### config.mk
export PLATFORM = sky130hd
export DESIGN_NAME = ssu_value_mem
export DESIGN_NICKNAME = d
export VERILOG_FILES = /design/src/rtl/core/ssu_pkg.sv /design/src/rtl/core/ssu_value_mem.sv
export SDC_FILE = /design/constraint.sdc
export NUM_CORES = 2
export LEC_CHECK = 0
export BUFFER_PORTS_ARGS = -buffer_cell sky130_fd_sc_hd__buf_4
export CELL_PAD_IN_SITES_DETAIL_PLACEMENT = 0
export CELL_PAD_IN_SITES_GLOBAL_PLACEMENT = 1
export CORE_MARGIN = 2
export CORE_UTILIZATION = 51
export DETAILED_ROUTE_END_ITERATION = 16
export PLACE_DENSITY_LB_ADDON = 0.1
export SYNTH_ARGS = -nofsm -noshare
export SYNTH_HDL_FRONTEND = slang
export SYNTH_SLANG_ARGS = --single-unit
### constraint.sdc
create_clock -name clk -period 3.1 [get_ports clk]
set_clock_uncertainty 0.2 [all_clocks]
set_input_delay 0.775 -clock clk [delete_from_list [all_inputs] [get_ports clk]]
set_output_delay 0.775 -clock clk [all_outputs]
set_load 0.01 [all_outputs]
### src/rtl/core/ssu_pkg.sv
package ssu_pkg;

  // Field widths fixed by the interface
  localparam int VAL_W   = 16;
  localparam int CNT_W   = 9;
  localparam int TGT_W   = 11;
  localparam int PADDR_W = 3;
  localparam int PDATA_W = 32;

  // Register indexes
  localparam int REG_TARGET_SUM = 0;

  // Reset value of the target register
  localparam logic [TGT_W-1:0] TARGET_RESET = 11'd1;

  // Start command from the front end to the engine
  typedef struct packed {
    logic             go;
    logic [TGT_W-1:0] target;
  } cmd_t;

  // Result from the engine
  typedef struct packed {
    logic             valid;
    logic [CNT_W-1:0] count;
  } res_t;

endpackage

### src/rtl/core/ssu_value_mem.sv
module ssu_value_mem #(
  parameter int DEPTH = 256,
  parameter int AW    = 8
) (
  input  logic                      clk,
  input  logic                      we,
  input  logic [AW-1:0]             waddr,
  input  logic [ssu_pkg::VAL_W-1:0] wdata,
  input  logic [AW-1:0]             raddr,
  output logic [ssu_pkg::VAL_W-1:0] rdata
);

  logic [ssu_pkg::VAL_W-1:0] mem [DEPTH];

  // Write one value, read one value with registered data
  always_ff @(posedge clk) begin
    if (we) begin
      mem[waddr] <= wdata;
    end
    rdata <= mem[raddr];
  end

endmodule

# Word-level counts from Yosys, hierarchy flattened
# Memory sizes are Yosys's and may differ from the RTL's. A register that Yosys moved wholly into a read port is not among the register bits.
# Index checks and enable logic that the tools add are counted.
dict set report op_classes {
  mux 2
}
# cell n
set ops {}
lappend ops {{2-to-1 mux 1 bit} 2}
dict set report word_totals {
  ff_bits 0
  ramBits 4096
  inputBits 34
  output_inout_bits 16
  wordCells 3
  memories 1
}
# memory depth width rd rd_ports_with_merged_regs write_ports line_no
set memory_table {}
lappend memory_table {mem 256 16 1 1 1 ssu_value_mem.sv:13} ;# logic [ssu_pkg::VAL_W-1:0] mem [DEPTH];

# Depth between registers and ports, before layout
dict set report depth {
  word_depth 2
  ltp_mapped 12
  ltp_nobuf 6
}

# Worst setup path after synthesis
# Ideal clock, no wire load.
dict set report synth_path {
  kind {input to register}
  startpoint {input port waddr[3]}
  endpoint {memory mem[235][0] (netlist bit) (enable)}
  setup_time_ns 0.388
  arrival_time_ns 2.552
  required_ns 2.512
  slack_ns -0.040
  cell_stages 6
  path_buffers 3
  path_cell_list {clkbuf_1 > nor2b_1 > clkbuf_1 > nand4_1 > clkbuf_1 > nor2_1}
}
# item line_no
set synth_lines {}
lappend synth_lines {{start: declaration} ssu_value_mem.sv:7} ;# input logic [AW-1:0] waddr,
lappend synth_lines {{end: declaration} ssu_value_mem.sv:13}
# No word-level cell before the write port.

==> impl_metrics.env <==
export IMPL_leakage_uw=0.0612
export IMPL_max_stage_delay_ns=0.61
export IMPL_max_slew_margin_pct=25.9
export IMPL_tightest_slew_ns=1.10
export IMPL_fill_cells=22000
export IMPL_yosysWarningCount=0
export IMPL_setup_ws_ns=-0.0971
export IMPL_hold_violations=0
export IMPL_final_common_cell="edfxtp_1"
export IMPL_drive_gt1_share_pct=31.7
export IMPL_io_pin_count=50
export IMPL_start_util_pct=51.3
export IMPL_rows=204
export IMPL_clk_latency_ns=0.99
export IMPL_clock_sinks=4112
export IMPL_status="finished with violations"
export IMPL_end_kind="flop"
export IMPL_post_route_min_period_ns=3.20
export IMPL_grt_pass1_wl_mm=623
export IMPL_clockRootBuffer="clkbuf_16"
export IMPL_cpLargestDelayFamily="simple AND/OR/NAND/NOR gates"
export IMPL_ff_latch_area_sq_um=123000
export IMPL_fp_dieW_um=562
export IMPL_final_cell_mix="edfxtp_1, buf_4, mux4_2"
export IMPL_clock_fmax_mhz=313
export IMPL_place_area_sq_um=173000
export IMPL_cap_violations=0
export IMPL_worstPathCellList="buf_12 > or2_4 > buf_12 > buf_12 > buf_4 > o221ai_1 > a21oi_2 > a21oi_2 > nand4_1 > nor4_2"
export IMPL_finalMaxSlewViolations=0
export IMPL_crit_fanout=36
export IMPL_area_delta_synth_final_pct=18.3
export IMPL_drt_iter0_markers=10400
export IMPL_synth_nets=7394
export IMPL_wirelength_mm=444
export IMPL_drc_errors=0
export IMPL_post_place_ws_ns=-1.64
export IMPL_critPathArrivalTime_ns=3.86
export IMPL_portBuffers=49
export IMPL_core_sq_um=309000
export IMPL_crit_path_start_kind="input port"
export IMPL_dp_hpwl_mm=282
export IMPL_stdcell_area_sq_um=188000
export IMPL_tns_ns=-0.0988
export IMPL_die_h_um=562
export IMPL_cpMostUsedCell="buf_12"
export IMPL_cts_tree="yes"
export IMPL_yosysUniqueCellTypes=52
export IMPL_path_clk_slew_ns=0.06
export IMPL_syn_inst=7360
export IMPL_final_cells=13000
export IMPL_setup_viol=2
export IMPL_via_per_inst=6.27
export IMPL_critPathKind="in2reg"
export IMPL_wl_per_cell_um=34.2
export IMPL_syn_avg_cell_area_sq_um=21.6
export IMPL_fin_crit_sh_pct=103
export IMPL_via_count=81500
export IMPL_cp_data_required_time_ns=3.76
export IMPL_cts_max_level=5
export IMPL_synth_seq_cells=4112
export IMPL_dp_cells=12200
export IMPL_syn_area_sq_um=159000
export IMPL_crit_buf_inv=4
export IMPL_power_uw=119000
export IMPL_dr_pass1_iters=8
export IMPL_grt_overflow_total=0
export IMPL_grt_pass1_vias=80900
export IMPL_track_usage_pct=28.0
export IMPL_hp_class="in2reg"
export IMPL_layout_nets=8539
export IMPL_violations="setup timing"
export IMPL_power_density_nw_per_um2=633
export IMPL_crit_path_top_delay_cell="nand4_1"
export IMPL_gp_congestion=0.906
export IMPL_grt_antenna_before_repair=27
export IMPL_cts_buffers=424
export IMPL_grt_max_degree=105
export IMPL_multi_input_area_sq_um=33200
export IMPL_clock_path_buffers=4
export IMPL_vdd_drop_max_mv=0.619
export IMPL_dieArea_sq_um=316000
export IMPL_final_antenna_net_count=0
export IMPL_synth_seq_area_share_pct=77.7
==> layout make-up <==
cell class              count  share of cell area (%)
well taps                4120                    2.75
multi-input cells        2792                    17.7
diodes                     10                  0.0133
clock inverters           269                    1.46
clock buffers             509                    5.90
repair buffers           1171                    6.47
flip-flops and latches   4112                    65.7
inverters                   4                  0.0147
==> timing repair <==
| item | 4_1_cts | 5_1_grt |
|---|---|---|
| hold buffers | 7 | 0 |
| gates cloned | 1 | 5 |
| setup buffers | 2 | 7 |
| pin swaps | 3 | 8 |
| endpoints found under the hold margin | 143 | 0 |
| endpoints found under the setup margin | 13 | 13 |
| resized for setup | 25 | 34 |
==> where the power goes <==
group | internal, uW | switching [uW]
combinational | 2690 | 4120
sequential | 61300 | 140
clock | 29000 | 21500
==> cell families (layout without fill, tap and decap cells) <==
kind of cell	after synthesis	after routing	share of synthesized area, %
DFF	4112	4112	77.7
muxes	1450	1450	15.5
AOI/OAI and AO/OA	786	786	3.54
and+or+nand+nor	556	556	1.57
buffers and inverters	456	1953	1.69
other	0	10	0
==> flip-flops by register name (all words and copies together), names as in the netlist <==
register and cells:
mem 4096, rdata 16
==> worst paths after layout <==
kind | startpoint | end | cells past startpoint | slack [ns]
worst max-delay path | raddr[1] | rdata[5] | 10 | -0.1
worst min-delay path | wdata[13] | mem[90][13] | 1 | 0.06
worst max register to register | mem[0][1] | rdata[1] | 8 | 0.09
worst min register to register | mem[70][15] | rdata[15] | 5 | 0.91
==> per-layer routing <==
metal	GRT usage, %	routed length [um]	up-vias
met5	0	40	-
met4	7.88	12900	6
met3	4.99	36000	592
met2	44.2	211000	3401
met1	40.6	184000	43800
li1	-	-	33600
==> cells in the mapped netlist, drive strengths merged <==
cell type / count / area, sq um
clkbuf: 230 / 863
o31ai: 16 / 120
a21oi: 175 / 876
a2111oi: 6 / 52.6
or3b: 1 / 8.76
and3: 11 / 68.8
inv: 4 / 15.0
nor4bb: 2 / 20.0
nand3b: 1 / 7.51
a22oi: 43 / 323
nor3: 92 / 460
or4b: 1 / 10.0
nand4b: 3 / 26.3
a21o: 2 / 15.0
and4: 2 / 17.5
nor2: 304 / 1140
nand2: 38 / 143
a221oi: 28 / 245
mux2i: 565 / 5660
and2: 2 / 12.5
nand3: 35 / 175
buf: 222 / 1810
a22o: 32 / 280
edfxtp: 4096 / 123000
mux4: 797 / 17900
nor3b: 1 / 7.51
o221ai: 253 / 2220
nand2b: 3 / 18.8
mux2: 88 / 991
a31oi: 6 / 37.5
o32ai: 21 / 191
nor2b: 9 / 56.3
dfxtp: 16 / 320
o22ai: 148 / 926
o21ai: 38 / 190
or2: 5 / 31.3
nand4: 26 / 163
or3: 2 / 12.5
nor4: 18 / 119
a211oi: 18 / 135
==> per-stage QoR <==
stage          hold slack (ns)  util (%)
6_report                0.0554      60.7
3_3_place_gp             0.879      56.0
2_1_floorplan            0.654         -
4_1_cts                0.00389      60.6
3_5_place_dp             0.905      56.0
5_1_grt                 0.0333      60.7
Note: power is estimated with default switching activity, not from simulation.
